## src/rtl/hsv_pkg.sv

```systemverilog
// Shared types and constants for the HSV to RGB converter.
// No dependencies; the interfaces and the top level import this package.
package hsv_pkg;

   // Field widths.
   localparam int unsigned HUE_W  = 9;
   localparam int unsigned CHAN_W = 8;
   localparam int unsigned REM_W  = 6;
   localparam int unsigned FINE_W = 14;

   // Hue range and sextant size, in degrees.
   localparam logic [HUE_W-1:0] HUE_LIMIT = 9'd360;
   localparam logic [REM_W-1:0] SEXT_DEG  = 6'd60;

   // Full channel level and the fine scale 255 * 60.
   localparam logic [CHAN_W-1:0] FULL_LEVEL = 8'd255;
   localparam logic [FINE_W-1:0] FINE_SCALE = 14'd15300;

   // Division by 15300 is done as a shift by two and a division by 3825.
   // The reciprocal is ceil(2^32 / 3825); it is exact for all 20-bit dividends here.
   localparam int unsigned       RECIP_W     = 21;
   localparam logic [RECIP_W-1:0] RECIP_3825 = 21'd1122868;
   localparam int unsigned       RECIP_SHIFT = 32;

   // Hue sextants, named by the colors at their edges.
   typedef enum logic [2:0] {
      SEXT_RED_YELLOW,
      SEXT_YELLOW_GREEN,
      SEXT_GREEN_CYAN,
      SEXT_CYAN_BLUE,
      SEXT_BLUE_MAGENTA,
      SEXT_MAGENTA_RED
   } sextant_type;

endpackage

```

## src/rtl/hsv_if.sv

```systemverilog
// Request and response channel interfaces of the HSV to RGB converter.
// Depends on hsv_pkg for the field widths.
interface hsv_req_if
   import hsv_pkg::*;
();
   logic              valid;
   logic              ready;
   logic [HUE_W-1:0]  hue_deg;
   logic [CHAN_W-1:0] saturation;
   logic [CHAN_W-1:0] brightness;

   modport source (output valid, output hue_deg, output saturation, output brightness,
                   input ready);
   modport sink   (input valid, input hue_deg, input saturation, input brightness,
                   output ready);
endinterface

interface hsv_rsp_if
   import hsv_pkg::*;
();
   logic              valid;
   logic              ready;
   logic [CHAN_W-1:0] red;
   logic [CHAN_W-1:0] green;
   logic [CHAN_W-1:0] blue;
   logic              hue_error;

   modport source (output valid, output red, output green, output blue, output hue_error,
                   input ready);
   modport sink   (input valid, input red, input green, input blue, input hue_error,
                   output ready);
endinterface

```

## src/rtl/hsv_to_rgb_converter.sv

```systemverilog
// HSV to RGB converter with 8-bit channels. It takes one request per clock unless the
// response register is full and not taken. Each request passes through a five-stage
// pipeline (sextant split, saturation products, brightness products, constant division,
// channel routing) that stalls as a whole only while the response register is full and
// not taken. A hue above 359 returns black with hue_error set; a saturation of zero
// returns gray.
// Depends on hsv_pkg and on the hsv_req_if / hsv_rsp_if interfaces.
module hsv_to_rgb_converter
   import hsv_pkg::*;
(
   input  logic      clock,
   input  logic      reset,
   hsv_req_if.sink   req_bus,
   hsv_rsp_if.source rsp_bus
);

   // Pipeline advance: the whole pipe moves when the response register is free or taken.
   logic advance;
   logic out_valid_ff;

   assign advance       = !out_valid_ff || rsp_bus.ready;
   assign req_bus.ready = advance;

   // ---------------- Stage 1: split the hue into sextant and remainder ----------------
   sextant_type       sext_in;
   logic [HUE_W-1:0]  base_in;
   logic [REM_W-1:0]  rem_in;
   logic              err_in;

   logic              s1_valid_ff;
   sextant_type       s1_sext_ff;
   logic [REM_W-1:0]  s1_rem_ff;
   logic [CHAN_W-1:0] s1_sat_ff;
   logic [CHAN_W-1:0] s1_val_ff;
   logic              s1_err_ff;

   // Compare the hue against the sextant edges; out-of-range hues fall in the last.
   always_comb begin
      priority if (req_bus.hue_deg < 9'd60) begin
         sext_in = SEXT_RED_YELLOW;
         base_in = 9'd0;
      end else if (req_bus.hue_deg < 9'd120) begin
         sext_in = SEXT_YELLOW_GREEN;
         base_in = 9'd60;
      end else if (req_bus.hue_deg < 9'd180) begin
         sext_in = SEXT_GREEN_CYAN;
         base_in = 9'd120;
      end else if (req_bus.hue_deg < 9'd240) begin
         sext_in = SEXT_CYAN_BLUE;
         base_in = 9'd180;
      end else if (req_bus.hue_deg < 9'd300) begin
         sext_in = SEXT_BLUE_MAGENTA;
         base_in = 9'd240;
      end else begin
         sext_in = SEXT_MAGENTA_RED;
         base_in = 9'd300;
      end
      rem_in = REM_W'(req_bus.hue_deg - base_in);
      err_in = (req_bus.hue_deg >= HUE_LIMIT);
   end

   always_ff @(posedge clock) begin
      if (reset) begin
         s1_valid_ff <= 1'b0;
      end else if (advance) begin
         s1_valid_ff <= req_bus.valid;
      end
   end

   always_ff @(posedge clock) begin
      if (advance) begin
         s1_sext_ff <= sext_in;
         s1_rem_ff  <= rem_in;
         s1_sat_ff  <= req_bus.saturation;
         s1_val_ff  <= req_bus.brightness;
         s1_err_ff  <= err_in;
      end
   end

   // ---------------- Stage 2: saturation terms ----------------
   logic [CHAN_W-1:0] t1_in;
   logic [FINE_W-1:0] t2_in;
   logic [FINE_W-1:0] t3_in;

   logic              s2_valid_ff;
   sextant_type       s2_sext_ff;
   logic [CHAN_W-1:0] s2_val_ff;
   logic              s2_err_ff;
   logic [CHAN_W-1:0] s2_t1_ff;
   logic [FINE_W-1:0] s2_t2_ff;
   logic [FINE_W-1:0] s2_t3_ff;

   // The products never exceed the fine scale, so the differences stay non-negative.
   always_comb begin
      t1_in = FULL_LEVEL - s1_sat_ff;
      t2_in = FINE_SCALE - FINE_W'(s1_sat_ff) * FINE_W'(s1_rem_ff);
      t3_in = FINE_SCALE - FINE_W'(s1_sat_ff) * FINE_W'(REM_W'(SEXT_DEG - s1_rem_ff));
   end

   always_ff @(posedge clock) begin
      if (reset) begin
         s2_valid_ff <= 1'b0;
      end else if (advance) begin
         s2_valid_ff <= s1_valid_ff;
      end
   end

   always_ff @(posedge clock) begin
      if (advance) begin
         s2_sext_ff <= s1_sext_ff;
         s2_val_ff  <= s1_val_ff;
         s2_err_ff  <= s1_err_ff;
         s2_t1_ff   <= t1_in;
         s2_t2_ff   <= t2_in;
         s2_t3_ff   <= t3_in;
      end
   end

   // ---------------- Stage 3: scale by brightness ----------------
   localparam int unsigned P1_W = 2 * CHAN_W;
   localparam int unsigned P2_W = CHAN_W + FINE_W;
   localparam int unsigned Y_W  = P2_W - 2;

   logic [P1_W-1:0] p1_in;
   logic [P2_W-1:0] p2_in;
   logic [P2_W-1:0] p3_in;

   logic              s3_valid_ff;
   sextant_type       s3_sext_ff;
   logic [CHAN_W-1:0] s3_val_ff;
   logic              s3_err_ff;
   logic [P1_W-1:0]   s3_p1_ff;
   logic [Y_W-1:0]    s3_y2_ff;
   logic [Y_W-1:0]    s3_y3_ff;

   always_comb begin
      p1_in = s2_val_ff * s2_t1_ff;
      p2_in = s2_val_ff * s2_t2_ff;
      p3_in = s2_val_ff * s2_t3_ff;
   end

   always_ff @(posedge clock) begin
      if (reset) begin
         s3_valid_ff <= 1'b0;
      end else if (advance) begin
         s3_valid_ff <= s2_valid_ff;
      end
   end

   // The low two bits drop out: floor(p / 15300) = floor(floor(p / 4) / 3825).
   always_ff @(posedge clock) begin
      if (advance) begin
         s3_sext_ff <= s2_sext_ff;
         s3_val_ff  <= s2_val_ff;
         s3_err_ff  <= s2_err_ff;
         s3_p1_ff   <= p1_in;
         s3_y2_ff   <= p2_in[P2_W-1:2];
         s3_y3_ff   <= p3_in[P2_W-1:2];
      end
   end

   // ---------------- Stage 4: divide by the constants ----------------
   localparam int unsigned QP_W = Y_W + RECIP_W;

   logic [P1_W:0]     c1_sum;
   logic [QP_W-1:0]   q2_prod;
   logic [QP_W-1:0]   q3_prod;
   logic [CHAN_W-1:0] c1_in;
   logic [CHAN_W-1:0] c2_in;
   logic [CHAN_W-1:0] c3_in;

   logic              s4_valid_ff;
   sextant_type       s4_sext_ff;
   logic [CHAN_W-1:0] s4_val_ff;
   logic              s4_err_ff;
   logic [CHAN_W-1:0] s4_c1_ff;
   logic [CHAN_W-1:0] s4_c2_ff;
   logic [CHAN_W-1:0] s4_c3_ff;

   // Division by 255 as (x + (x >> 8) + 1) >> 8, exact for x up to 255 * 255.
   // Division by 3825 as a multiply by the rounded-up reciprocal and a shift.
   always_comb begin
      c1_sum  = (P1_W + 1)'(s3_p1_ff) + (P1_W + 1)'(s3_p1_ff >> CHAN_W) + (P1_W + 1)'(1);
      c1_in   = c1_sum[CHAN_W +: CHAN_W];
      q2_prod = QP_W'(s3_y2_ff) * QP_W'(RECIP_3825);
      q3_prod = QP_W'(s3_y3_ff) * QP_W'(RECIP_3825);
      c2_in   = q2_prod[RECIP_SHIFT +: CHAN_W];
      c3_in   = q3_prod[RECIP_SHIFT +: CHAN_W];
   end

   always_ff @(posedge clock) begin
      if (reset) begin
         s4_valid_ff <= 1'b0;
      end else if (advance) begin
         s4_valid_ff <= s3_valid_ff;
      end
   end

   always_ff @(posedge clock) begin
      if (advance) begin
         s4_sext_ff <= s3_sext_ff;
         s4_val_ff  <= s3_val_ff;
         s4_err_ff  <= s3_err_ff;
         s4_c1_ff   <= c1_in;
         s4_c2_ff   <= c2_in;
         s4_c3_ff   <= c3_in;
      end
   end

   // ---------------- Stage 5: route levels to channels ----------------
   logic [CHAN_W-1:0] red_in;
   logic [CHAN_W-1:0] green_in;
   logic [CHAN_W-1:0] blue_in;

   logic [CHAN_W-1:0] red_ff;
   logic [CHAN_W-1:0] green_ff;
   logic [CHAN_W-1:0] blue_ff;
   logic              hue_error_ff;

   // Each sextant places brightness, the flat level and one ramp on the three channels.
   always_comb begin
      unique case (s4_sext_ff)
         SEXT_RED_YELLOW: begin
            red_in = s4_val_ff; green_in = s4_c3_ff;  blue_in = s4_c1_ff;
         end
         SEXT_YELLOW_GREEN: begin
            red_in = s4_c2_ff;  green_in = s4_val_ff; blue_in = s4_c1_ff;
         end
         SEXT_GREEN_CYAN: begin
            red_in = s4_c1_ff;  green_in = s4_val_ff; blue_in = s4_c3_ff;
         end
         SEXT_CYAN_BLUE: begin
            red_in = s4_c1_ff;  green_in = s4_c2_ff;  blue_in = s4_val_ff;
         end
         SEXT_BLUE_MAGENTA: begin
            red_in = s4_c3_ff;  green_in = s4_c1_ff;  blue_in = s4_val_ff;
         end
         default: begin
            red_in = s4_val_ff; green_in = s4_c1_ff;  blue_in = s4_c2_ff;
         end
      endcase
      // An out-of-range hue gives black.
      if (s4_err_ff) begin
         red_in   = '0;
         green_in = '0;
         blue_in  = '0;
      end
   end

   always_ff @(posedge clock) begin
      if (reset) begin
         out_valid_ff <= 1'b0;
      end else if (advance) begin
         out_valid_ff <= s4_valid_ff;
      end
   end

   always_ff @(posedge clock) begin
      if (advance) begin
         red_ff       <= red_in;
         green_ff     <= green_in;
         blue_ff      <= blue_in;
         hue_error_ff <= s4_err_ff;
      end
   end

   // Response channel.
   assign rsp_bus.valid     = out_valid_ff;
   assign rsp_bus.red       = red_ff;
   assign rsp_bus.green     = green_ff;
   assign rsp_bus.blue      = blue_ff;
   assign rsp_bus.hue_error = hue_error_ff;

endmodule
```

## src/flat_wrapper.sv

```systemverilog
// flat-port wrapper written by rule: the top's interface ports become plain ports
module hsv_to_rgb_converter_flat import hsv_pkg::*;
  (clock, reset, req_bus_valid, req_bus_hue_deg, req_bus_saturation, req_bus_brightness, req_bus_ready, rsp_bus_valid, rsp_bus_red, rsp_bus_green, rsp_bus_blue, rsp_bus_hue_error, rsp_bus_ready);
  hsv_req_if req_bus_i ();
  hsv_rsp_if rsp_bus_i ();
  input  logic clock;
  input  logic reset;
  input wire logic [$bits(req_bus_i.valid)-1:0] req_bus_valid;
  input wire logic [$bits(req_bus_i.hue_deg)-1:0] req_bus_hue_deg;
  input wire logic [$bits(req_bus_i.saturation)-1:0] req_bus_saturation;
  input wire logic [$bits(req_bus_i.brightness)-1:0] req_bus_brightness;
  output wire logic [$bits(req_bus_i.ready)-1:0] req_bus_ready;
  output wire logic [$bits(rsp_bus_i.valid)-1:0] rsp_bus_valid;
  output wire logic [$bits(rsp_bus_i.red)-1:0] rsp_bus_red;
  output wire logic [$bits(rsp_bus_i.green)-1:0] rsp_bus_green;
  output wire logic [$bits(rsp_bus_i.blue)-1:0] rsp_bus_blue;
  output wire logic [$bits(rsp_bus_i.hue_error)-1:0] rsp_bus_hue_error;
  input wire logic [$bits(rsp_bus_i.ready)-1:0] rsp_bus_ready;
  assign req_bus_i.valid = req_bus_valid;
  assign req_bus_i.hue_deg = req_bus_hue_deg;
  assign req_bus_i.saturation = req_bus_saturation;
  assign req_bus_i.brightness = req_bus_brightness;
  assign req_bus_ready = req_bus_i.ready;
  assign rsp_bus_valid = rsp_bus_i.valid;
  assign rsp_bus_red = rsp_bus_i.red;
  assign rsp_bus_green = rsp_bus_i.green;
  assign rsp_bus_blue = rsp_bus_i.blue;
  assign rsp_bus_hue_error = rsp_bus_i.hue_error;
  assign rsp_bus_i.ready = rsp_bus_ready;
  hsv_to_rgb_converter u_core (.clock(clock), .reset(reset), .req_bus(req_bus_i), .rsp_bus(rsp_bus_i));
endmodule
```

## config.mk

```make
export PLATFORM = sky130hd
export DESIGN_NAME = hsv_to_rgb_converter_flat
export DESIGN_NICKNAME = d
export VERILOG_FILES = /design/src/rtl/hsv_pkg.sv /design/src/rtl/hsv_if.sv /design/src/rtl/hsv_to_rgb_converter.sv /design/src/flat_wrapper.sv
export SDC_FILE = /design/constraint.sdc
export NUM_CORES = 2
export LEC_CHECK = 0
export BUFFER_PORTS_ARGS = -buffer_cell sky130_fd_sc_hd__buf_2
export CAP_MARGIN = 0
export CORE_MARGIN = 4
export CORE_UTILIZATION = 67
export CTS_BUF_LIST = sky130_fd_sc_hd__clkbuf_8
export DETAILED_ROUTE_END_ITERATION = 6
export PLACE_DENSITY = 0.84
export SYNTH_ARGS = -nofsm -noshare
export SYNTH_HDL_FRONTEND = slang
export SYNTH_SLANG_ARGS = --single-unit
```

## constraint.sdc

```tcl
create_clock -name clock -period 7.9 [get_ports clock]
set_input_delay 0.395 -clock clock [delete_from_list [all_inputs] [get_ports clock]]
set_output_delay 0.395 -clock clock [all_outputs]
set_load 0.01 [all_outputs]
```

**After elaboration in Yosys (flattened, before gate mapping)**

Cells that the tools add are included.

- Flip-flop bits (word level): 208
- Input bits: 29
- Output and inout port bits: 27
- Logic and storage cells: 79

- Order comparisons: 6
- Add/subtract/negate cells: 7
- Eq/ne operators: 4
- Multiplexer cells: 12
- Reductions and logical operators: 9
- Multiply operators: 7

Operator list:

| kind | count |
|---|---|
| multiplier 20 x 19 -> 38 bit, second input constant | 2 |
| one-hot mux 8 bit (3 select lines) | 3 |
| multiplier 8 x 14 -> 22 bit | 2 |
| multiplier 8 x 6 -> 14 bit | 2 |
| subtractor 14 bit, first input constant | 2 |
| 2-to-1 mux 6 bit | 4 |
| < comparator 9 x 8 -> 1 bit, second input constant | 2 |
| adder 16 x 1 -> 16 bit, second input constant | 1 |
| adder 16 x 8 -> 16 bit | 1 |
| multiplier 8 x 8 -> 16 bit | 1 |
| OR reduction 2 bit | 5 |
| >= comparator 9 bit, second input constant | 1 |
| < comparator 9 x 6 -> 1 bit, second input constant | 1 |
| < comparator 9 x 7 -> 1 bit, second input constant | 1 |
| < comparator 9 bit, second input constant | 1 |
| subtractor 8 bit, first input constant | 1 |
| equality test 3 x 2 -> 1 bit, second input constant | 2 |
| subtractor 6 bit | 1 |
| subtractor 6 bit, first input constant | 1 |
| 2-to-1 mux 5 bit | 1 |
| 2-to-1 mux 2 bit | 2 |
| OR reduction 4 bit | 1 |
| equality test 3 x 1 -> 1 bit, second input constant | 1 |
| equality test 3 bit, second input constant | 1 |
| 4 further kinds | 5 |

**Longest topological paths before layout**

- Depth in word-level cells: 7
- Mapped depth: 20

**Worst setup path after synthesis**

Ideal clock, no wire load.

- Path kind: input port to flip-flop
- From: in rsp_bus_ready
- To: reg u_core.s1_valid_ff
- Path slack: 947 ps
- Cell stages on the path: 4
- Data required time: 7,764 ps
- Buffers on the path: 1
- Arrival time: 6,817 ps
- Setup time: 136 ps
- Path through: nand2b_1 clkbuf_1 mux2i_1 nor2_1

- Longest elaborated chain between the ends: 1

Ends and longest elaborated chain:

| item | line | text |
|---|---|---|
| start, declared | flat_wrapper.sv:18 | `input wire logic [$bits(rsp_bus_i.ready)-1:0] rsp_bus_ready;` |
| logical OR 1 bit | hsv_to_rgb_converter.sv:21 | `assign advance = !out_valid_ff \|\| rsp_bus.ready;` |
| net req_bus_ready | flat_wrapper.sv:12 | `output wire logic [$bits(req_bus_i.ready)-1:0] req_bus_ready;` |
| end signal, assigned | hsv_to_rgb_converter.sv:66 | `s1_valid_ff <= req_bus.valid;` |
| end, declared | hsv_to_rgb_converter.sv:30 | `logic s1_valid_ff;` |

The timed path passes the listed nets, and every way through them passes these cells.
A chain may end at the register's enable or synchronous reset.

**Final worst setup path**

- From: reg u_core.s3_y3_ff[12]
- To: reg u_core.s4_c3_ff[2] (data pin)

- Longest elaborated chain between the ends: 1

Ends and longest elaborated chain:

| item | line | text |
|---|---|---|
| start, declared | hsv_to_rgb_converter.sv:134 | `logic [Y_W-1:0] s3_y3_ff;` |
| start signal, assigned | hsv_to_rgb_converter.sv:158 | `s3_y3_ff <= p3_in[P2_W-1:2];` |
| multiplier 20 x 19 -> 38 bit | hsv_to_rgb_converter.sv:186 | `q3_prod = QP_W'(s3_y3_ff) * QP_W'(RECIP_3825);` |
| net u_core.q3_prod[34] | hsv_to_rgb_converter.sv:167 | `logic [QP_W-1:0] q3_prod;` |
| end signal, assigned | hsv_to_rgb_converter.sv:206 | `s4_c3_ff <= c3_in;` |
| end, declared | hsv_to_rgb_converter.sv:178 | `logic [CHAN_W-1:0] s4_c3_ff;` |

The timed path passes the listed nets, and every way through them passes these cells.

==> run summary <==
The run finished with clean final reports. The chip height was 217 um; the post-synthesis cell count was 2932. CTS saw 207 sinks.

The clock latency reported for the late side of the worst-skew pair is 570 ps. The layout cell share with drive strength beyond 1 was 4.96%. The run gives 56 as the I/O pin total.

Relative to the synthesized area, the layout overhead comes to 6.22%. In the final timing run, aggregate negative setup slack is 0 ps. The critical path is of the reg -> reg type.

For the count of fill cells added during filler insertion, the log shows 3041. For the worst setup path, the data required time is 8210 ps. Setup repair after global routing left no endpoint under its margin. Critical path buffer and inverter count: 4.

The mean area per synthesized cell was 9.98 um^2; the number of iterations in the first detailed-routing pass was 5. The worst hold path terminates at u_core.s1_val_ff[2]. Via count of the first global-routing pass: 21900. After synthesis, the netlist uses 75 different library cells. The via total after detailed routing came out at 20300.

The tools report the count of placed standard cells in the final layout, fillers left out as 3612. Subtracting the final worst setup slack from the clock period gives 5500 ps. Sort of element at the start of the critical path: a register. For the half-perimeter wire length after placement, the log shows 47700 um. Setup violations remaining at the end of the flow were counted as 0. The tools report the critical register-to-register path startpoint as u_core.s3_y3_ff[12].

Counting the buffers created by CTS gives 37. Data arrival time of the critical path: 5810 ps. TritonCTS built the clock tree. In this run the standard cell core region covers 43200 um^2.

The final count of hold timing violations was 0. The startpoint identified for the worst hold timing path is req_bus_brightness[2]. Global routing used 26.5% of the available tracks. Measured along the x axis, the die boundary spans 217 um. The initial utilization of the core area, before any placement, comes to 67.8%. Among cell families on the critical path, the largest total delay comes from adder cells.

The initial antenna violation count was 0; the reg2reg setup slack was 2400 ps. Among all stages on the critical path, the largest delay is contributed by edfxtp_1. The tools report the count of inserted antenna diode cells as 0. Footprint of the multi-input gates: 20100 um^2.

The number of setup buffers added after CTS was 0. For the worst flop-to-flop path, the logic depth is 19. The tools report the max-cap check violation count as 0. The capturing element type of the critical path was a register.

For the maximum level of the CTS H-tree, the log shows 2. The run gives 3849 as the number of nets produced by synthesis. The average vias per placed instance works out to 5.62. Timing would allow up to 182 MHz.

In the final layout, flip-flops and latches occupy 6170 um^2. The first global-routing pass estimated 103000 um of wire. The congestion estimate from routability-driven global placement came to 0.914. The detail route stage leaves a number of antenna-violating nets equal to 0. The worst hold path stage count was 1. For the largest buffer count on any clock path, the log shows 3. Traced cell by cell, the critical path runs through ha_1, ha_1, inv_1, fa_1, inv_1, ha_1, fa_1, inv_1, fa_1, inv_1, ha_1, a21oi_1, o211ai_1, a21oi_1, a2111oi_2, o21ai_0, a31oi_2, mux2i_1, nand2_1. The endpoint identified for the worst register-to-register timing path is u_core.s4_c3_ff[2]. The detailed router finished its first iteration with 1111 violations.

For this run, the leading register cell type out of synthesis is edfxtp_1. Number of slew-limit violations in the final report: 0. After synthesis, the share of flip-flops with an asynchronous set or reset is 0%. Synthesized flop and latch total: 207.

For the netlist area before placement, the log shows 29300 um^2. The tools report the cell at the root of the clock tree as clkbuf_8. In this design, the stage delay of the slowest critical-path cell is 580 ps. The run gives 0 as the final global-route overflow total. The tools report the count of yosys warnings during synthesis as 0.

At the pin with the least slew margin, the transition time is 1180 ps. Wire length per cell after detailed routing: 16.5 um. The min-delay analysis places its worst path in the category in -> reg. In this run, synthesis inferred 202 flip-flops with an integrated enable. Clock-pin slew was measured on the worst setup and hold paths at 60 ps. Entering global routing, the biggest net connects 80 pins. Of all nets on the critical path, the largest fanout is 7. The share of the Yosys chip area taken by registers is 21.1%. The count of placed standard cells including taps was 3529. Routed wire length: 59600 um. Headroom to the max-slew limit came out at 21.6%.

In the routed design, unresolved DRC markers number 0. The area of the die was 47100 um^2; the count of input and output buffers was 55. The floorplan has 76 rows. The layout net count is 3917. The worst path uses 69.7% of the clock period. The clock skew was 26.2 ps.
[metal layers]
metal  wire length (um)  track usage [%]  vias up
met5                  0                0        -
li1                   -                -     9475
met3               3700             3.98      126
met2              29400             46.2      613
met1              25100             35.0    10100
met4               1350             7.08        0
[flip-flops by register name (all words and copies together), names as in the netlist, 6 cells and up]
| signal | flops |
|---|---|
| u_core.s2_t3_ff | 14 |
| u_core.s2_t1_ff | 8 |
| u_core.s1_rem_ff | 6 |
| u_core.s4_c2_ff | 8 |
| u_core.rsp_bus.red | 8 |
| u_core.s4_c1_ff | 8 |
| u_core.s2_t2_ff | 13 |
| u_core.s2_val_ff | 8 |
| u_core.s3_y3_ff | 20 |
| u_core.s1_sat_ff | 8 |
| u_core.s3_val_ff | 8 |
| u_core.s3_p1_ff | 16 |
| u_core.s4_c3_ff | 8 |
| u_core.s1_val_ff | 8 |
| u_core.s3_y2_ff | 20 |
| u_core.rsp_bus.blue | 8 |
| u_core.rsp_bus.green | 8 |
| u_core.s4_val_ff | 8 |
[worst register-to-register path, delay by kind of cell (launching register included)]
kind | cells | cell delay (ps)
AO/OA/AOI/OAI | 6 | 1430
multiplexers | 1 | 230
AND/OR/NAND/NOR | 1 | 70
buffers and inverters | 4 | 200
adder cells (fa/ha/maj) | 7 | 2770
flip-flops | 1 | 580
[kinds of logic (layout without fill, tap and decap cells)]
| logic type | count (synthesis) | after routing | share of synthesized area (%) |
|---|---|---|---|
| buf+inv | 796 | 891 | 10.2 |
| flops | 207 | 207 | 21.1 |
| compound gates | 257 | 257 | 6.27 |
| mux | 29 | 29 | 0.992 |
| xor+xnor | 90 | 90 | 2.69 |
| fa+ha+maj | 888 | 888 | 47.3 |
| simple gates | 665 | 665 | 11.4 |
[layout make-up]
cell class                      instances  share of cell area, %
Multi-Input combinational cell       1929                   64.7
Clock buffer                           37                   1.64
Timing Repair Buffer                   83                   1.70
Sequential cell                       207                   19.8
Clock inverter                         29                  0.805
Inverter                              742                   8.96
Tap cell                              585                   2.36
[cell usage after synthesis, types with 4 or more instances]
cell type,n,share of area (%)
nand4_1,10,0.21
or3_1,8,0.17
o211ai_1,10,0.26
and2_1,210,4.5
nand2b_1,16,0.34
inv_1,741,9.5
clkbuf_1,47,0.60
edfxtp_1,202,21
xnor2_1,66,2.0
nand3_1,21,0.36
o22a_1,8,0.24
nor4_1,17,0.36
a21oi_1,70,1.2
o21ai_0,30,0.51
nor2_1,111,1.4
nor3_1,30,0.51
nor2b_1,14,0.30
a21o_1,26,0.67
o2111ai_1,4,0.12
xor2_1,24,0.72
and4_1,5,0.15
a21boi_0,6,0.15
mux2i_1,29,0.99
dfxtp_1,5,0.34
nand2_1,206,2.6
a211oi_1,10,0.26
o21bai_1,6,0.15
fa_1,365,25
o21a_1,17,0.44
and3_1,7,0.15
o21ai_2,6,0.18
buf_2,4,0.068
a21oi_2,8,0.24
a31oi_1,8,0.17
a311oi_1,8,0.24
ha_1,523,22
[how the worst max path moves through the flow]
stage	depth (start not counted)	start	endpoint
after floorplan	4	rsp_bus_ready	u_core.s1_valid_ff
after global placement	19	u_core.s3_y3_ff[15]	u_core.s4_c3_ff[2]
after detailed placement	19	u_core.s3_y3_ff[12]	u_core.s4_c3_ff[2]
after CTS	19	u_core.s3_y3_ff[12]	u_core.s4_c3_ff[2]
after global routing	19	u_core.s3_y3_ff[12]	u_core.s4_c3_ff[2]
final	19	u_core.s3_y3_ff[12]	u_core.s4_c3_ff[2]
[through the flow]
| stage | instance area, um^2 | utilization, % | setup slack (ps) | hold WS [ps] |
|---|---|---|---|---|
| 3_3_place_gp | 30200 | 69.8 | 2500 | 403 |
| 2_1_floorplan | 29300 | - | 947 | 400 |
| 6_report | 31100 | 72.0 | 2400 | 53.4 |
| 4_1_cts | 31100 | 72.0 | 2380 | 10.1 |
| 5_1_grt | 31100 | 72.0 | 2010 | 9.84 |
| 3_5_place_dp | 30200 | 69.8 | 2410 | 405 |
[cells in the final DEF (no fill, tap or decap), drive strengths merged, types with 6 or more instances in the layout]
| master | synthesis | final |
|---|---|---|
| a2111oi | 6 | 6 |
| a211oi | 13 | 13 |
| a21boi | 7 | 7 |
| a21o | 26 | 26 |
| a21oi | 79 | 79 |
| a311oi | 9 | 9 |
| a31oi | 9 | 9 |
| and2 | 210 | 210 |
| and3 | 7 | 7 |
| buf | 7 | 66 |
| clkbuf | 47 | 37 |
| clkinv | 0 | 10 |
| dlygate4sd3 | 0 | 17 |
| edfxtp | 202 | 202 |
| fa | 365 | 365 |
| ha | 523 | 523 |
| inv | 742 | 755 |
| mux2i | 29 | 29 |
| nand2 | 206 | 206 |
| nand2b | 16 | 16 |
| nand3 | 21 | 21 |
| nand4 | 10 | 10 |
| nor2 | 111 | 111 |
| nor2b | 14 | 14 |
| nor3 | 30 | 30 |
| nor4 | 17 | 17 |
| o211ai | 10 | 10 |
| o21a | 17 | 17 |
| o21ai | 38 | 38 |
| o21bai | 7 | 7 |
| o22a | 8 | 8 |
| or3 | 9 | 9 |
| xnor2 | 66 | 66 |
| xor2 | 24 | 24 |
[repair_timing]
action	in CTS	in global routing
hold endpoints to repair	17	0
hold buffers	17	0
endpoints found under the setup margin	0	0
resized for setup	0	0
Power is not shown: default switching activity piles up to over one toggle a cycle in this logic, so the estimate is an artifact.
